$ cat config.mk
export PLATFORM = sky130hd
export DESIGN_NAME = audio_ring_playout_pacer
export DESIGN_NICKNAME = d
export VERILOG_FILES = /design/src/rtl/core/arpp_pkg.sv /design/src/rtl/core/audio_ring_playout_pacer.sv /design/src/rtl/core/arpp_front.sv /design/src/rtl/core/arpp_queue.sv /design/src/rtl/core/arpp_back.sv
export SDC_FILE = /design/constraint.sdc
export NUM_CORES = 1
export LEC_CHECK = 0
export ABC_CLOCK_PERIOD_IN_PS = 27900
export BUFFER_PORTS_ARGS = -buffer_cell sky130_fd_sc_hd__buf_2
export CORE_MARGIN = 10
export CORE_UTILIZATION = 23
export CTS_CLUSTER_DIAMETER = 100
export DETAILED_ROUTE_END_ITERATION = 10
export GPL_TIMING_DRIVEN = 0
export SYNTH_ARGS = -nofsm -noshare
export SYNTH_HDL_FRONTEND = slang
export SYNTH_SLANG_ARGS = --single-unit
$ cat constraint.sdc
create_clock -name i_clk -period 27.9 [get_ports i_clk]
set_clock_uncertainty 0.15 [all_clocks]
set_input_delay 2.79 -clock i_clk [delete_from_list [all_inputs] [get_ports i_clk]]
set_output_delay 2.79 -clock i_clk [all_outputs]
set_load 0.02 [all_outputs]
$ cat src/rtl/core/arpp_pkg.sv
`timescale 1ns / 1ps

package arpp_pkg;

    localparam int RING_FRAMES  = 16384;
    localparam int CHANNELS     = 2;
    localparam int RING_SAMPLES = RING_FRAMES * CHANNELS;

    localparam int START_W = 14;
    localparam int SEG_W   = 15;
    localparam int POS_W   = 15;
    localparam int LIM_W   = 15;

    localparam logic [1:0] CMD_SUBMIT = 2'd0;
    localparam logic [1:0] CMD_REBASE = 2'd1;
    localparam logic [1:0] CMD_QUERY  = 2'd2;

    localparam logic [1:0] KIND_RING    = 2'd0;
    localparam logic [1:0] KIND_SILENCE = 2'd1;
    localparam logic [1:0] KIND_REPORT  = 2'd2;

    localparam logic [1:0] CFG_ENABLED = 2'd0;
    localparam logic [1:0] CFG_CATCHUP = 2'd1;

    localparam logic [LIM_W-1:0] CATCHUP_RESET = 15'd5512;

    typedef struct packed {
        logic             enabled;
        logic [LIM_W-1:0] catchup_limit;
    } t_cfg;

    // at most one job per input, expanded into results by the back end
    typedef struct packed {
        logic               has_r1;
        logic               has_r2;
        logic               has_sil;
        logic               is_rpt;
        logic [START_W-1:0] start;
        logic [SEG_W-1:0]   c1;
        logic [SEG_W-1:0]   c2;
        logic [31:0]        sil;
        logic [POS_W-1:0]   pos;
        logic [31:0]        run;
    } t_job;

endpackage

$ cat src/rtl/core/audio_ring_playout_pacer.sv
`timescale 1ns / 1ps

// Playout pacer for a 16384-frame, two-channel mixer ring. The front end takes
// a submit through a small sequencer of four steps (painted clamp, backlog
// against the sent count, catch-up window and ring split, hand-off) and
// accepts no new command before the hand-off; a position query goes
// straight to the hand-off; a rebase is applied in the cycle it is accepted.
// A two-job queue sits between the front end and the result stage, which emits
// one result per cycle while the consumer is ready (up to three per submit: two
// ring segments and one silence segment) through a registered output, so a
// stalled consumer does not hold the front end until the queue fills. The first
// result of an item passes the queue entry, the job register of the result
// stage and the output register. No clearing pass after reset.

module audio_ring_playout_pacer (
    input  logic                            i_clk,
    input  logic                            i_rst_n,
    input  logic                            i_valid,
    output logic                            o_ready,
    input  logic [1:0]                      i_cmd,
    input  logic [31:0]                     i_elapsed_frames,
    input  logic [31:0]                     i_painted_frame,
    input  logic [30:0]                     i_rebase_frames,
    output logic                            o_valid,
    input  logic                            i_ready,
    output logic [1:0]                      o_kind,
    output logic [arpp_pkg::START_W-1:0]    o_start_frame,
    output logic [31:0]                     o_frame_count,
    output logic [arpp_pkg::POS_W-1:0]      o_ring_sample_pos,
    output logic [31:0]                     o_running_count,
    output logic                            o_last,
    input  logic                            i_cfg_valid,
    output logic                            o_cfg_ready,
    input  logic [1:0]                      i_cfg_index,
    input  logic [arpp_pkg::LIM_W-1:0]      i_cfg_data
);

    arpp_pkg::t_cfg r_cfg;
    arpp_pkg::t_job w_push_job;
    arpp_pkg::t_job w_pop_job;
    logic           w_push;
    logic           w_pop;
    logic           w_full;
    logic           w_empty;

    assign o_cfg_ready = 1'b1;

    always_ff @(posedge i_clk) begin
        if (!i_rst_n) begin
            r_cfg.enabled       <= 1'b0;
            r_cfg.catchup_limit <= arpp_pkg::CATCHUP_RESET;
        end else if (i_cfg_valid) begin
            case (i_cfg_index)
                arpp_pkg::CFG_ENABLED: begin
                    r_cfg.enabled <= i_cfg_data[0];
                end
                arpp_pkg::CFG_CATCHUP: begin
                    r_cfg.catchup_limit <= i_cfg_data;
                end
                default: begin
                end
            endcase
        end
    end

    arpp_front u_front (
        .i_clk            (i_clk),
        .i_rst_n          (i_rst_n),
        .i_valid          (i_valid),
        .o_ready          (o_ready),
        .i_cmd            (i_cmd),
        .i_elapsed_frames (i_elapsed_frames),
        .i_painted_frame  (i_painted_frame),
        .i_rebase_frames  (i_rebase_frames),
        .i_cfg            (r_cfg),
        .i_q_full         (w_full),
        .o_push           (w_push),
        .o_job            (w_push_job)
    );

    arpp_queue u_queue (
        .i_clk   (i_clk),
        .i_rst_n (i_rst_n),
        .i_push  (w_push),
        .i_job   (w_push_job),
        .o_full  (w_full),
        .i_pop   (w_pop),
        .o_job   (w_pop_job),
        .o_empty (w_empty)
    );

    arpp_back u_back (
        .i_clk             (i_clk),
        .i_rst_n           (i_rst_n),
        .i_empty           (w_empty),
        .i_job             (w_pop_job),
        .o_pop             (w_pop),
        .o_valid           (o_valid),
        .i_ready           (i_ready),
        .o_kind            (o_kind),
        .o_start_frame     (o_start_frame),
        .o_frame_count     (o_frame_count),
        .o_ring_sample_pos (o_ring_sample_pos),
        .o_running_count   (o_running_count),
        .o_last            (o_last)
    );

    // ring segments are never empty and never run past the ring end
    a_ring_len: assert property (@(posedge i_clk) disable iff (!i_rst_n)
        o_valid && (o_kind == arpp_pkg::KIND_RING) |->
            (o_frame_count != '0) &&
            ((o_frame_count + 32'(o_start_frame)) <= 32'(arpp_pkg::RING_FRAMES)))
        else $error("ring segment length out of range");

    // a position report is always the only result of its query
    a_report_last: assert property (@(posedge i_clk) disable iff (!i_rst_n)
        o_valid && (o_kind == arpp_pkg::KIND_REPORT) |-> o_last &&
            (o_frame_count == '0))
        else $error("report not single or carries a count");

    // the queue is never written while full
    a_no_overflow: assert property (@(posedge i_clk) disable iff (!i_rst_n)
        w_push |-> !w_full)
        else $error("job queue overflow");

    // only ring segments carry a start frame
    a_start_zero: assert property (@(posedge i_clk) disable iff (!i_rst_n)
        o_valid && (o_kind != arpp_pkg::KIND_RING) |-> (o_start_frame == '0))
        else $error("start frame set outside a ring segment");

endmodule

$ cat src/rtl/core/arpp_front.sv
`timescale 1ns / 1ps

module arpp_front (
    input  logic                i_clk,
    input  logic                i_rst_n,
    input  logic                i_valid,
    output logic                o_ready,
    input  logic [1:0]          i_cmd,
    input  logic [31:0]         i_elapsed_frames,
    input  logic [31:0]         i_painted_frame,
    input  logic [30:0]         i_rebase_frames,
    input  arpp_pkg::t_cfg      i_cfg,
    input  logic                i_q_full,
    output logic                o_push,
    output arpp_pkg::t_job      o_job
);

    localparam logic [2:0] PH_IDLE  = 3'd0;
    localparam logic [2:0] PH_CLAMP = 3'd1;
    localparam logic [2:0] PH_GAP   = 3'd2;
    localparam logic [2:0] PH_SPLIT = 3'd3;
    localparam logic [2:0] PH_PUSH  = 3'd4;

    logic [2:0]                     r_ph, n_ph;
    logic [31:0]                    r_sent, n_sent;
    logic [31:0]                    r_base, n_base;
    logic [1:0]                     r_cmd, n_cmd;
    logic [31:0]                    r_due, n_due;
    logic [31:0]                    r_painted, n_painted;
    logic [31:0]                    r_upto, n_upto;
    logic [31:0]                    r_gap, n_gap;
    logic [arpp_pkg::SEG_W-1:0]     r_g, n_g;
    logic [arpp_pkg::START_W-1:0]   r_first, n_first;
    logic [31:0]                    r_sil, n_sil;
    logic                           r_silv, n_silv;

    logic                           w_accept;
    logic                           w_submit;
    logic                           w_push_ok;
    logic                           w_nonempty;
    logic [31:0]                    w_d1;
    logic [31:0]                    w_diff;
    logic [31:0]                    w_dsil;
    logic [arpp_pkg::LIM_W-1:0]     w_lim;
    logic [arpp_pkg::SEG_W-1:0]     w_gmin;
    logic [arpp_pkg::SEG_W-1:0]     w_room;
    logic [arpp_pkg::SEG_W-1:0]     w_c1;
    logic [arpp_pkg::SEG_W-1:0]     w_c2;
    logic [31:0]                    w_scaled;
    logic [31:0]                    w_sent_base;

    assign w_accept = i_valid && o_ready;
    assign w_submit = (r_cmd == arpp_pkg::CMD_SUBMIT);

    // split the clamped backlog at the ring wrap
    assign w_room = arpp_pkg::SEG_W'(arpp_pkg::RING_FRAMES) - {1'b0, r_first};
    assign w_c1   = (r_g > w_room) ? w_room : r_g;
    assign w_c2   = r_g - w_c1;

    assign w_scaled = r_due * 32'(arpp_pkg::CHANNELS);

    always_comb begin
        o_job.has_r1  = w_submit && (r_g != '0);
        o_job.has_r2  = w_submit && (w_c2 != '0);
        o_job.has_sil = w_submit && r_silv;
        o_job.is_rpt  = (r_cmd == arpp_pkg::CMD_QUERY);
        o_job.start   = r_first;
        o_job.c1      = w_c1;
        o_job.c2      = w_c2;
        o_job.sil     = r_sil;
        o_job.pos     = i_cfg.enabled ?
                        arpp_pkg::POS_W'(w_scaled % 32'(arpp_pkg::RING_SAMPLES)) : '0;
        o_job.run     = i_cfg.enabled ? r_due : '0;
    end

    assign w_nonempty = o_job.has_r1 || o_job.has_r2 || o_job.has_sil || o_job.is_rpt;
    assign w_push_ok  = (r_ph == PH_PUSH) && (!w_nonempty || !i_q_full);
    assign o_push     = w_push_ok && w_nonempty;
    assign o_ready    = (r_ph == PH_IDLE) || w_push_ok;

    assign w_d1   = r_due - r_painted;
    assign w_diff = r_upto - r_sent;
    assign w_dsil = r_due - r_upto;
    assign w_lim  = (i_cfg.catchup_limit > arpp_pkg::LIM_W'(arpp_pkg::RING_FRAMES)) ?
                    arpp_pkg::LIM_W'(arpp_pkg::RING_FRAMES) : i_cfg.catchup_limit;
    assign w_gmin = (r_gap > 32'(w_lim)) ? w_lim : r_gap[arpp_pkg::SEG_W-1:0];

    // sent count at the end of a submit, before any rebase in the same cycle
    assign w_sent_base = (w_push_ok && w_submit) ? (r_silv ? r_due : r_upto) : r_sent;

    always_comb begin
        n_ph      = r_ph;
        n_base    = r_base;
        n_sent    = w_sent_base;
        n_cmd     = r_cmd;
        n_due     = r_due;
        n_painted = r_painted;
        n_upto    = r_upto;
        n_gap     = r_gap;
        n_g       = r_g;
        n_first   = r_first;
        n_sil     = r_sil;
        n_silv    = r_silv;

        case (r_ph)
            PH_IDLE: begin
            end
            PH_CLAMP: begin
                // mixer behind the due point: send only what is painted
                n_upto = ((w_d1 != '0) && !w_d1[31]) ? r_painted : r_due;
                n_ph   = PH_GAP;
            end
            PH_GAP: begin
                if (w_diff[31]) begin
                    n_upto = r_sent;
                    n_gap  = '0;
                end else begin
                    n_gap  = w_diff;
                end
                n_ph = PH_SPLIT;
            end
            PH_SPLIT: begin
                n_g     = w_gmin;
                n_first = arpp_pkg::START_W'(r_upto - 32'(w_gmin));
                n_sil   = w_dsil;
                n_silv  = (w_dsil != '0) && !w_dsil[31];
                n_ph    = PH_PUSH;
            end
            PH_PUSH: begin
                if (w_push_ok) begin
                    n_ph = PH_IDLE;
                end
            end
            default: begin
                n_ph = PH_IDLE;
            end
        endcase

        if (w_accept) begin
            n_cmd     = i_cmd;
            n_due     = i_elapsed_frames - r_base;
            n_painted = i_painted_frame;
            case (i_cmd)
                arpp_pkg::CMD_SUBMIT: begin
                    if (i_cfg.enabled) begin
                        n_ph = PH_CLAMP;
                    end
                end
                arpp_pkg::CMD_QUERY: begin
                    n_ph = PH_PUSH;
                end
                arpp_pkg::CMD_REBASE: begin
                    n_base = r_base + {1'b0, i_rebase_frames};
                    n_sent = w_sent_base - {1'b0, i_rebase_frames};
                end
                default: begin
                end
            endcase
        end
    end

    always_ff @(posedge i_clk) begin
        if (!i_rst_n) begin
            r_ph   <= PH_IDLE;
            r_sent <= '0;
            r_base <= '0;
        end else begin
            r_ph   <= n_ph;
            r_sent <= n_sent;
            r_base <= n_base;
        end
    end

    always_ff @(posedge i_clk) begin
        r_cmd     <= n_cmd;
        r_due     <= n_due;
        r_painted <= n_painted;
        r_upto    <= n_upto;
        r_gap     <= n_gap;
        r_g       <= n_g;
        r_first   <= n_first;
        r_sil     <= n_sil;
        r_silv    <= n_silv;
    end

endmodule

$ cat src/rtl/core/arpp_queue.sv
`timescale 1ns / 1ps

module arpp_queue (
    input  logic            i_clk,
    input  logic            i_rst_n,
    input  logic            i_push,
    input  arpp_pkg::t_job  i_job,
    output logic            o_full,
    input  logic            i_pop,
    output arpp_pkg::t_job  o_job,
    output logic            o_empty
);

    arpp_pkg::t_job r_mem [2];
    logic           r_wr, n_wr;
    logic           r_rd, n_rd;
    logic [1:0]     r_cnt, n_cnt;

    assign o_full  = (r_cnt == 2'd2);
    assign o_empty = (r_cnt == 2'd0);
    assign o_job   = r_mem[r_rd];

    always_comb begin
        n_wr  = r_wr ^ i_push;
        n_rd  = r_rd ^ i_pop;
        n_cnt = r_cnt + {1'b0, i_push} - {1'b0, i_pop};
    end

    always_ff @(posedge i_clk) begin
        if (!i_rst_n) begin
            r_wr  <= 1'b0;
            r_rd  <= 1'b0;
            r_cnt <= '0;
        end else begin
            r_wr  <= n_wr;
            r_rd  <= n_rd;
            r_cnt <= n_cnt;
        end
    end

    always_ff @(posedge i_clk) begin
        if (i_push) begin
            r_mem[r_wr] <= i_job;
        end
    end

endmodule

$ cat src/rtl/core/arpp_back.sv
`timescale 1ns / 1ps

module arpp_back (
    input  logic                            i_clk,
    input  logic                            i_rst_n,
    input  logic                            i_empty,
    input  arpp_pkg::t_job                  i_job,
    output logic                            o_pop,
    output logic                            o_valid,
    input  logic                            i_ready,
    output logic [1:0]                      o_kind,
    output logic [arpp_pkg::START_W-1:0]    o_start_frame,
    output logic [31:0]                     o_frame_count,
    output logic [arpp_pkg::POS_W-1:0]      o_ring_sample_pos,
    output logic [31:0]                     o_running_count,
    output logic                            o_last
);

    localparam logic [3:0] SEL_RING1   = 4'b0001;
    localparam logic [3:0] SEL_RING2   = 4'b0010;
    localparam logic [3:0] SEL_SILENCE = 4'b0100;
    localparam logic [3:0] SEL_REPORT  = 4'b1000;

    arpp_pkg::t_job                 r_job;
    logic [3:0]                     r_rem, n_rem;
    logic                           r_valid;
    logic [1:0]                     r_kind, n_kind;
    logic [arpp_pkg::START_W-1:0]   r_start, n_start;
    logic [31:0]                    r_count, n_count;
    logic [arpp_pkg::POS_W-1:0]     r_pos, n_pos;
    logic [31:0]                    r_run, n_run;
    logic                           r_last;

    logic                           w_load;
    logic                           w_emit;
    logic [3:0]                     w_sel;
    logic [3:0]                     w_rem_after;

    assign w_load      = !r_valid || i_ready;
    assign w_emit      = w_load && (r_rem != '0);
    assign w_sel       = r_rem & (~r_rem + 4'd1);
    assign w_rem_after = r_rem & ~w_sel;

    // take the next job when none is in hand or as the current one hands out its final result
    assign o_pop = !i_empty && ((r_rem == '0) || (w_emit && (w_rem_after == '0)));

    always_comb begin
        n_rem = r_rem;
        if (o_pop) begin
            n_rem = {i_job.is_rpt, i_job.has_sil, i_job.has_r2, i_job.has_r1};
        end else if (w_emit) begin
            n_rem = w_rem_after;
        end
    end

    always_comb begin
        n_kind  = arpp_pkg::KIND_RING;
        n_start = '0;
        n_count = '0;
        n_pos   = '0;
        n_run   = '0;
        case (w_sel)
            SEL_RING1: begin
                n_start = r_job.start;
                n_count = 32'(r_job.c1);
            end
            SEL_RING2: begin
                n_count = 32'(r_job.c2);
            end
            SEL_SILENCE: begin
                n_kind  = arpp_pkg::KIND_SILENCE;
                n_count = r_job.sil;
            end
            SEL_REPORT: begin
                n_kind = arpp_pkg::KIND_REPORT;
                n_pos  = r_job.pos;
                n_run  = r_job.run;
            end
            default: begin
            end
        endcase
    end

    always_ff @(posedge i_clk) begin
        if (!i_rst_n) begin
            r_rem   <= '0;
            r_valid <= 1'b0;
        end else begin
            r_rem <= n_rem;
            if (w_load) begin
                r_valid <= w_emit;
            end
        end
    end

    always_ff @(posedge i_clk) begin
        if (o_pop) begin
            r_job <= i_job;
        end
        if (w_emit) begin
            r_kind  <= n_kind;
            r_start <= n_start;
            r_count <= n_count;
            r_pos   <= n_pos;
            r_run   <= n_run;
            r_last  <= (w_rem_after == '0);
        end
    end

    assign o_valid           = r_valid;
    assign o_kind            = r_kind;
    assign o_start_frame     = r_start;
    assign o_frame_count     = r_count;
    assign o_ring_sample_pos = r_pos;
    assign o_running_count   = r_run;
    assign o_last            = r_last;

endmodule

==> results of run 1 <==
final cells by class:
type	instances	area share
Clock inverter	44	0.01242
Buffer	135	0.01307
Tap cell	2204	0.06027
Antenna cell	4	0.0002188
Inverter	293	0.02409
Clock buffer	100	0.04531
Multi-Input combinational cell	2385	0.3777
Timing Repair Buffer	227	0.02978
Sequential cell	697	0.4371
final timing paths:
kind / endpoint / slack [ns] / depth (start not counted)
hold reg to reg: u_queue.r_mem[0][70] / 0.30 / 0
hold / removal: u_queue.r_mem[0][70] / 0.30 / 0
setup reg to reg: u_front.r_sent[30] / 15.72 / 42
setup / recovery: o_ready / 15.58 / 30
synth_stat cells, types with 14 or more instances:
cell	n
nand2_1	191
ha_1	244
edfxtp_1	604
a21o_1	60
a31oi_1	23
o31ai_1	40
nand3_1	34
nor2b_1	53
nand4_1	17
o22ai_1	34
dfxtp_1	93
nand2b_1	42
inv_1	292
nor2_1	298
or4_1	50
nor4_1	26
clkbuf_1	98
o21ai_0	129
and2_1	81
or3_1	14
a211oi_1	29
mux2i_1	136
buf_4	22
o21a_1	43
nor3_1	46
o21bai_1	20
a21oi_1	173
a22oi_1	21
xor2_1	60
o31a_1	15
xnor2_1	98
mux2_2	115
and3_1	81
critical path, delay by kind of cell (launching register included):
family	cells	cell delay (ns)
buffers and inverters	7	1.53
xor gates and xnor gates	1	0.13
AOI/OAI and AO/OA	4	0.99
and+or+nand+nor	14	4.25
DFF	1	0.53
adders and majority gates	4	1.23
layer usage:
layer,up-vias,GRT usage
li1,13527,-
met1,13034,0.1465
met2,762,0.2118
met3,228,0.02378
met4,40,0.05327
met5,-,0
power by group through the flow:
stage | Sequential [mW] | Clock, mW | Combinational [mW]
after global placement | 1.51 | 0 | 0.804
after detailed placement | 1.48 | 0 | 0.836
after CTS | 1.46 | 1.08 | 0.839
after floorplan | 1.51 | 0 | 0.483
after global routing | 1.47 | 1.12 | 0.913
final | 1.45 | 1.05 | 0.825
cell families (layout without fill, tap and decap cells):
group,count (synthesis),in the layout,share of synthesized area
AND/OR/NAND/NOR,992,992,0.1302
AO/OA/AOI/OAI,723,723,0.1227
flip-flops,697,697,0.5140
buffers and inverters,428,799,0.04360
adder cells (fa/ha/maj),255,255,0.08335
multiplexers,251,251,0.06827
XOR/XNOR,162,162,0.03772
other,2,6,0.0001930
flip-flops by register name, summed over array words and instances, names as in the netlist, 3 cells and up, named ones only:
name,cells
r_cfg,16
u_front.r_ph,3
u_back.r_job,108
u_front.r_painted,32
u_front.r_gap,31
u_front.r_first,14
u_front.r_sent,32
u_front.r_due,32
u_front.r_upto,32
u_front.r_base,32
u_back.o_frame_count,32
u_back.o_start_frame,14
u_queue.r_mem,224
u_front.r_g,15
u_front.r_sil,32
u_back.r_rem,4
u_back.o_running_count,32
through the flow:
stage            util  worst slack [ns]  hold slack [ns]  total power [mW]
2_1_floorplan       -             18.09           0.2715             1.997
3_3_place_gp   0.2550             14.98           0.2778             2.311
3_5_place_dp   0.2571             15.75           0.2811             2.314
4_1_cts        0.2729             15.32           0.2986             3.377
5_1_grt        0.2730             14.73           0.2998             3.503
6_report       0.2730             15.58           0.2988             3.327
==> metrics.txt, run 1 <==
# TYPE chip_impl_metric gauge
chip_impl_metric{name="dr_drc_count",unit=""} 0
chip_impl_metric{name="gpl.final_weighted_congestion",unit=""} 0.9017
chip_impl_metric{name="power.share.sequential",unit=""} 0.436
chip_impl_metric{name="area_delta_synth_final",unit="%"} 17.59
chip_impl_metric{name="final_report_max_slew_violation_count",unit=""} 0
chip_impl_metric{name="routed_via_density",unit=""} 4.531
chip_impl_info{name="critPathLaunch",value="u_front.r_first[1]"} 1
chip_impl_metric{name="wire_per_inst",unit="um"} 19.32
chip_impl_metric{name="worst_path_largest_cell_delay",unit="ns"} 0.58
chip_impl_metric{name="h-tree-depth",unit=""} 3
chip_impl_info{name="run_status",value="complete, no violations"} 1
chip_impl_metric{name="setup_viol",unit=""} 0
chip_impl_info{name="cell_type_with_the_largest_total_area_after_synthesis",value="edfxtp_1"} 1
chip_impl_metric{name="slew_headroom",unit=""} 0.06297
chip_impl_metric{name="layout_worst_path_cycle_share",unit=""} 0.4415
chip_impl_info{name="cts_tree",value="built"} 1
chip_impl_info{name="critPathSlowestCell",value="or4_1"} 1
chip_impl_metric{name="worst_ir_drop_on_vdd",unit="uV"} 51.85
chip_impl_info{name="grt_setup_unrepaired",value="no"} 1
chip_impl_metric{name="max_frequency",unit="MHz"} 81.19
chip_impl_metric{name="worstMarginPinSlew",unit="ns"} 1.393
chip_impl_metric{name="cell_int_power",unit="mW"} 2.264
chip_impl_metric{name="finish.net_count",unit=""} 4187
chip_impl_metric{name="postRouteAntennaNets",unit=""} 0
chip_impl_metric{name="power.switching",unit="mW"} 1.064
chip_impl_metric{name="critical_path_peak_fanout",unit=""} 10
chip_impl_metric{name="power_per_cell_area",unit="nW/um^2"} 72.72
chip_impl_metric{name="tritoncts.num_buffers",unit=""} 77
chip_impl_info{name="worst_r2r_startpoint",value="u_front.r_first[1]"} 1
chip_impl_metric{name="drive_gt1_frac",unit=""} 0.1368
chip_impl_metric{name="die_width",unit="um"} 431.3
chip_impl_info{name="cts_root_buffer",value="clkbuf_16"} 1
chip_impl_metric{name="ys_types",unit=""} 97
chip_impl_info{name="synth-main-ff-cell",value="edfxtp_1"} 1
chip_impl_metric{name="grt_first_pass_wirelength",unit="um"} 172300
chip_impl_metric{name="grt_antenna_before_repair",unit=""} 36
chip_impl_metric{name="clkLatencyLatePin",unit="ns"} 0.71
chip_impl_info{name="dr.max_layer_used",value="met5"} 1
chip_impl_metric{name="max-clock-path-buffers",unit=""} 3
chip_impl_metric{name="cap_violations",unit=""} 0
chip_impl_metric{name="cts_post_setup_buffers_inserted",unit=""} 0
chip_impl_metric{name="number_of_global_route_vias_before_repair",unit=""} 27179
chip_impl_metric{name="timing.final.hold_violations",unit=""} 0
chip_impl_metric{name="post_cts_resized",unit=""} 0
chip_impl_info{name="worst_hold_startpoint",value="u_front.r_sil[23]"} 1
chip_impl_metric{name="ys_seq_area_frac",unit=""} 0.5140
chip_impl_info{name="crit_path_start_kind",value="flop"} 1
chip_impl_metric{name="cts_sinks",unit=""} 697
chip_impl_metric{name="syn_warnings",unit=""} 0
chip_impl_metric{name="asyncSetResetFlopFracSynth",unit=""} 0
chip_impl_metric{name="placed_cells",unit=""} 5940
chip_impl_metric{name="total_die_area",unit="um^2"} 186000
chip_impl_metric{name="hpwl",unit="um"} 94140
chip_impl_metric{name="synthesis.instances",unit=""} 3510
chip_impl_metric{name="synth_fp_nets",unit=""} 3881
chip_impl_metric{name="global_route.usage.total",unit=""} 0.1222
chip_impl_metric{name="wl_met1",unit="um"} 48860
chip_impl_metric{name="port_buffers",unit=""} 214
chip_impl_metric{name="seqCellArea",unit="um^2"} 20000
chip_impl_metric{name="drtPass1Iterations",unit=""} 6
chip_impl_metric{name="switching_share",unit=""} 0.3197
chip_impl_metric{name="standard_cell_core_area",unit="um^2"} 167600
chip_impl_metric{name="yosys_top_cell_area_share",unit=""} 0.4661
chip_impl_metric{name="cts.hold.buffers_added",unit=""} 0
chip_impl_info{name="critPathCaptureType",value="output pin"} 1
chip_impl_metric{name="power_frac_comb",unit=""} 0.248
chip_impl_metric{name="multi_input_area",unit="um^2"} 17280
chip_impl_metric{name="worstPathRequired",unit="ns"} 24.96
chip_impl_metric{name="largest_net_degree_at_the_start_of_global_routing",unit=""} 64
chip_impl_info{name="leading_cell_type_in_the_layout_fill_and_taps_excluded",value="edfxtp_1"} 1
chip_impl_info{name="min-delay-path-class",value="reg2reg"} 1
chip_impl_metric{name="ys_ff_latch",unit=""} 697
chip_impl_metric{name="share_clk_of_total_power",unit=""} 0.316
chip_impl_metric{name="pin_count",unit=""} 218
chip_impl_metric{name="synth_edf_count",unit=""} 604
chip_impl_metric{name="placed_area",unit="um^2"} 43100
chip_impl_metric{name="final_period_minus_worst_setup_slack",unit="ns"} 12.32
chip_impl_metric{name="met3_wirelength",unit="um"} 6336
chip_impl_metric{name="initial_core_util",unit=""} 0.2322
chip_impl_metric{name="wl_met2",unit="um"} 57350
chip_impl_metric{name="total_number_of_vias",unit=""} 27591
chip_impl_info{name="path_class",value="reg2out"} 1
chip_impl_metric{name="worstPathArrival",unit="ns"} 9.38
chip_impl_metric{name="dr.first_iter.drc_count",unit=""} 1938
chip_impl_metric{name="netlist_area",unit="um^2"} 38910
chip_impl_metric{name="p_leak",unit="nW"} 17.65
chip_impl_metric{name="synth_area_per_inst",unit="um^2"} 11.09
chip_impl_metric{name="die_y",unit="um"} 431.3
chip_impl_metric{name="final_area",unit="um^2"} 45750
chip_impl_metric{name="fin_cells",unit=""} 6089
chip_impl_metric{name="std_cell_rows",unit=""} 150
chip_impl_metric{name="fill_cells",unit=""} 17345
chip_impl_metric{name="worst_setup_hold_path_clk_slew",unit="ns"} 0.06
chip_impl_info{name="leading_cell_types_in_the_layout_fill_and_taps_excluded",value="edfxtp_1 (604), nor2_1 (296), inv_1 (291)"} 1
chip_impl_metric{name="gr-total-overflow",unit=""} 0
chip_impl_metric{name="wl",unit="um"} 117600
chip_impl_info{name="post_synth_main_area_contributors",value="edfxtp_1 (47%), ha_1 (7.8%), dfxtp_1 (4.8%)"} 1
chip_impl_metric{name="setup_total_negative_slack",unit="ns"} 0
Power figures use the tool's default switching activity.
==> inputs of run 2 (changes only) <==
- ABC_CLOCK_PERIOD_IN_PS: 27900 -> 10500
- clock period: 27.9 -> 10.5 ns (I/O delays scaled with it)
==> run 2 against run 1 <==
  * Sequential power increased to 2.7 times the previous value
  * Power grew to 2.7 times the previous value
  * Core utilization is 0.13 points higher
  * Sequential share of layout area down 0.21 points
  * Global-route usage barely moved
  * Clock power grew to 2.7 times the previous value
  * Final area rose by 0.48%
  * Critical path depth rose by 11
  * Final cell count about the same
  * Hold slack hardly changed
  * First-iteration DRC count decreased by 1.1%
  * Wire length rose by 0.23%
  * Critical path type is now reg2reg
  * Highest routed layer unchanged
==> metrics.txt, run 2 (synthesis gave the netlist of run 1 again) <==
# TYPE chip_impl_metric gauge
chip_impl_metric{name="layout_worst_path_cycle_share",unit=""} 0.9522
chip_impl_metric{name="gr-total-overflow",unit=""} 0
chip_impl_metric{name="global_route.usage.total",unit=""} 0.1223
chip_impl_metric{name="worst_ir_drop_on_vdd",unit="uV"} 138.0
chip_impl_metric{name="largest_net_degree_at_the_start_of_global_routing",unit=""} 64
chip_impl_info{name="run_status",value="complete, no violations"} 1
chip_impl_metric{name="h-tree-depth",unit=""} 3
chip_impl_info{name="leading_cell_types_in_the_layout_fill_and_taps_excluded",value="edfxtp_1 (604), nor2_1 (296), inv_1 (291)"} 1
chip_impl_metric{name="area_delta_synth_final",unit="%"} 18.15
chip_impl_metric{name="critical_path_peak_fanout",unit=""} 10
chip_impl_metric{name="worst_path_largest_cell_delay",unit="ns"} 0.60
chip_impl_metric{name="cts_sinks",unit=""} 697
chip_impl_metric{name="fin_cells",unit=""} 6090
chip_impl_info{name="path_class",value="reg2reg"} 1
chip_impl_metric{name="pin_count",unit=""} 218
chip_impl_metric{name="cap_violations",unit=""} 0
chip_impl_metric{name="share_clk_of_total_power",unit=""} 0.316
chip_impl_metric{name="dr_drc_count",unit=""} 0
chip_impl_metric{name="finalCoreUtilization",unit=""} 0.2743
chip_impl_metric{name="met3_wirelength",unit="um"} 6574
chip_impl_info{name="crit_path_start_kind",value="flop"} 1
chip_impl_metric{name="final_report_max_slew_violation_count",unit=""} 0
chip_impl_metric{name="finish.net_count",unit=""} 4188
chip_impl_info{name="dr.max_layer_used",value="met5"} 1
chip_impl_metric{name="max_frequency",unit="MHz"} 100.0
chip_impl_metric{name="setup_total_negative_slack",unit="ns"} 0
chip_impl_info{name="cts_tree",value="built"} 1
chip_impl_metric{name="placed_area",unit="um^2"} 43100
chip_impl_metric{name="hold-worst-slack",unit="ns"} 0.2988
chip_impl_metric{name="final_period_minus_worst_setup_slack",unit="ns"} 9.998
chip_impl_metric{name="wl_met1",unit="um"} 48670
chip_impl_metric{name="wl_met2",unit="um"} 57400
chip_impl_metric{name="total_number_of_vias",unit=""} 27603
chip_impl_metric{name="worstPathRequired",unit="ns"} 10.84
chip_impl_metric{name="power.switching",unit="mW"} 2.830
chip_impl_metric{name="gpl.final_weighted_congestion",unit=""} 0.9017
chip_impl_metric{name="grt_antenna_before_repair",unit=""} 36
chip_impl_metric{name="power.share.sequential",unit=""} 0.436
chip_impl_metric{name="tritoncts.num_buffers",unit=""} 77
chip_impl_info{name="cts_root_buffer",value="clkbuf_16"} 1
chip_impl_metric{name="postRouteAntennaNets",unit=""} 0
chip_impl_info{name="critPathCaptureType",value="flop"} 1
chip_impl_metric{name="die_y",unit="um"} 431.3
chip_impl_metric{name="worstPathArrival",unit="ns"} 10.33
chip_impl_metric{name="max-clock-path-buffers",unit=""} 3
chip_impl_metric{name="hpwl",unit="um"} 94140
chip_impl_metric{name="initial_core_util",unit=""} 0.2322
chip_impl_metric{name="wl",unit="um"} 117900
chip_impl_metric{name="drive_gt1_frac",unit=""} 0.1448
chip_impl_metric{name="largest_reg_flops",unit=""} 224
chip_impl_metric{name="cts.hold.buffers_added",unit=""} 0
chip_impl_metric{name="total_die_area",unit="um^2"} 186000
chip_impl_metric{name="p_leak",unit="nW"} 17.76
chip_impl_metric{name="placed_cells",unit=""} 5940
chip_impl_metric{name="slew_headroom",unit=""} 0.05330
chip_impl_info{name="critPathSlowestCell",value="or4_1"} 1
chip_impl_metric{name="grt_first_pass_wirelength",unit="um"} 172500
chip_impl_metric{name="timing.final.hold_violations",unit=""} 0
chip_impl_metric{name="drtPass1Iterations",unit=""} 6
chip_impl_metric{name="routed_via_density",unit=""} 4.533
chip_impl_info{name="largest-register",value="u_queue.r_mem"} 1
chip_impl_metric{name="number_of_global_route_vias_before_repair",unit=""} 27192
chip_impl_metric{name="power_per_cell_area",unit="nW/um^2"} 192.4
chip_impl_metric{name="power_frac_comb",unit=""} 0.248
chip_impl_metric{name="std_cell_rows",unit=""} 150
chip_impl_metric{name="setup_viol",unit=""} 0
chip_impl_metric{name="clkLatencyLatePin",unit="ns"} 0.71
chip_impl_metric{name="standard_cell_core_area",unit="um^2"} 167600
chip_impl_metric{name="worst_setup_hold_path_clk_slew",unit="ns"} 0.06
chip_impl_metric{name="die_width",unit="um"} 431.3
chip_impl_metric{name="cell_int_power",unit="mW"} 6.017
chip_impl_metric{name="port_buffers",unit=""} 214
chip_impl_info{name="leading_cell_type_in_the_layout_fill_and_taps_excluded",value="edfxtp_1"} 1
chip_impl_info{name="layout_top_registers",value="u_queue.r_mem: 224 flops, u_back.r_job: 108 flops"} 1
chip_impl_metric{name="dr.first_iter.drc_count",unit=""} 1917
chip_impl_metric{name="wire_per_inst",unit="um"} 19.36
chip_impl_info{name="min-delay-path-class",value="reg2reg"} 1
chip_impl_metric{name="switching_share",unit=""} 0.3199
chip_impl_metric{name="worstMarginPinSlew",unit="ns"} 1.407
chip_impl_metric{name="final_area",unit="um^2"} 45980
[run 2: through the flow]
stage | total power [mW] | setup slack (ns)
2_1_floorplan | 5.306 | 0.7774
3_3_place_gp | 6.140 | -2.422
3_5_place_dp | 6.149 | -1.655
4_1_cts | 8.976 | 0.006759
5_1_grt | 9.312 | -0.01613
6_report | 8.847 | 0.5024
[run 2: area by class of cell]
| class | count | area (um^2) |
|---|---|---|
| clock inverters | 44 | 568.0 |
| plain buffers | 132 | 591.8 |
| multi-input cells | 2385 | 17480 |
| repair buffers | 231 | 1393 |
| diodes | 4 | 10.01 |
| clock buffers | 100 | 2073 |
| flip-flops and latches | 697 | 20000 |
| inverters | 293 | 1102 |
| fillers | 17321 | 121600 |
| well taps | 2204 | 2758 |
[run 2: path summary, 6_finish.rpt]
path,startpoint,end,slack (ns),depth (start not counted)
worst max-delay path,u_front.r_first[0],u_front.r_sent[31],0.50,41
worst min-delay path,u_front.r_sil[23],u_queue.r_mem[0][70],0.30,0
worst max register to register,u_front.r_first[0],u_front.r_sent[31],0.50,41
worst min register to register,u_front.r_sil[23],u_queue.r_mem[0][70],0.30,0
[run 2: routing by layer]
metal  GRT usage  vias to the layer above
met2      0.2122                      718
met3     0.02378                      234
met5           0                        -
met4     0.05305                       40
li1            -                    13523
met1      0.1466                    13088
[run 2: critical path: cells and delay by family (launching register included)]
family / cells / cell delay (ns)
simple gates: 15 / 3.65
compound gates: 13 / 2.80
fa+ha+maj: 5 / 1.47
buf+inv: 6 / 0.90
flops: 1 / 0.41
mux: 1 / 0.27
xor+xnor: 1 / 0.13
[run 2: timing repair]
action                                  in CTS  in global routing
cloned                                       0                  0
endpoints found under the setup margin      25                 17
buffers inserted                             3                  1
gates resized for setup                     18                 32
hold endpoints to repair                     0                  0
pin swaps                                    1                  5
[run 2: power by group through the flow]
stage               combinational (mW)  sequential (mW)  clock, mW
detailed placement                2.22             3.93          0
global route                      2.43             3.90       2.98
floorplan                         1.28             4.02          0
finish                            2.20             3.86       2.79
CTS                               2.23             3.87       2.87
global placement                  2.14             4.00          0
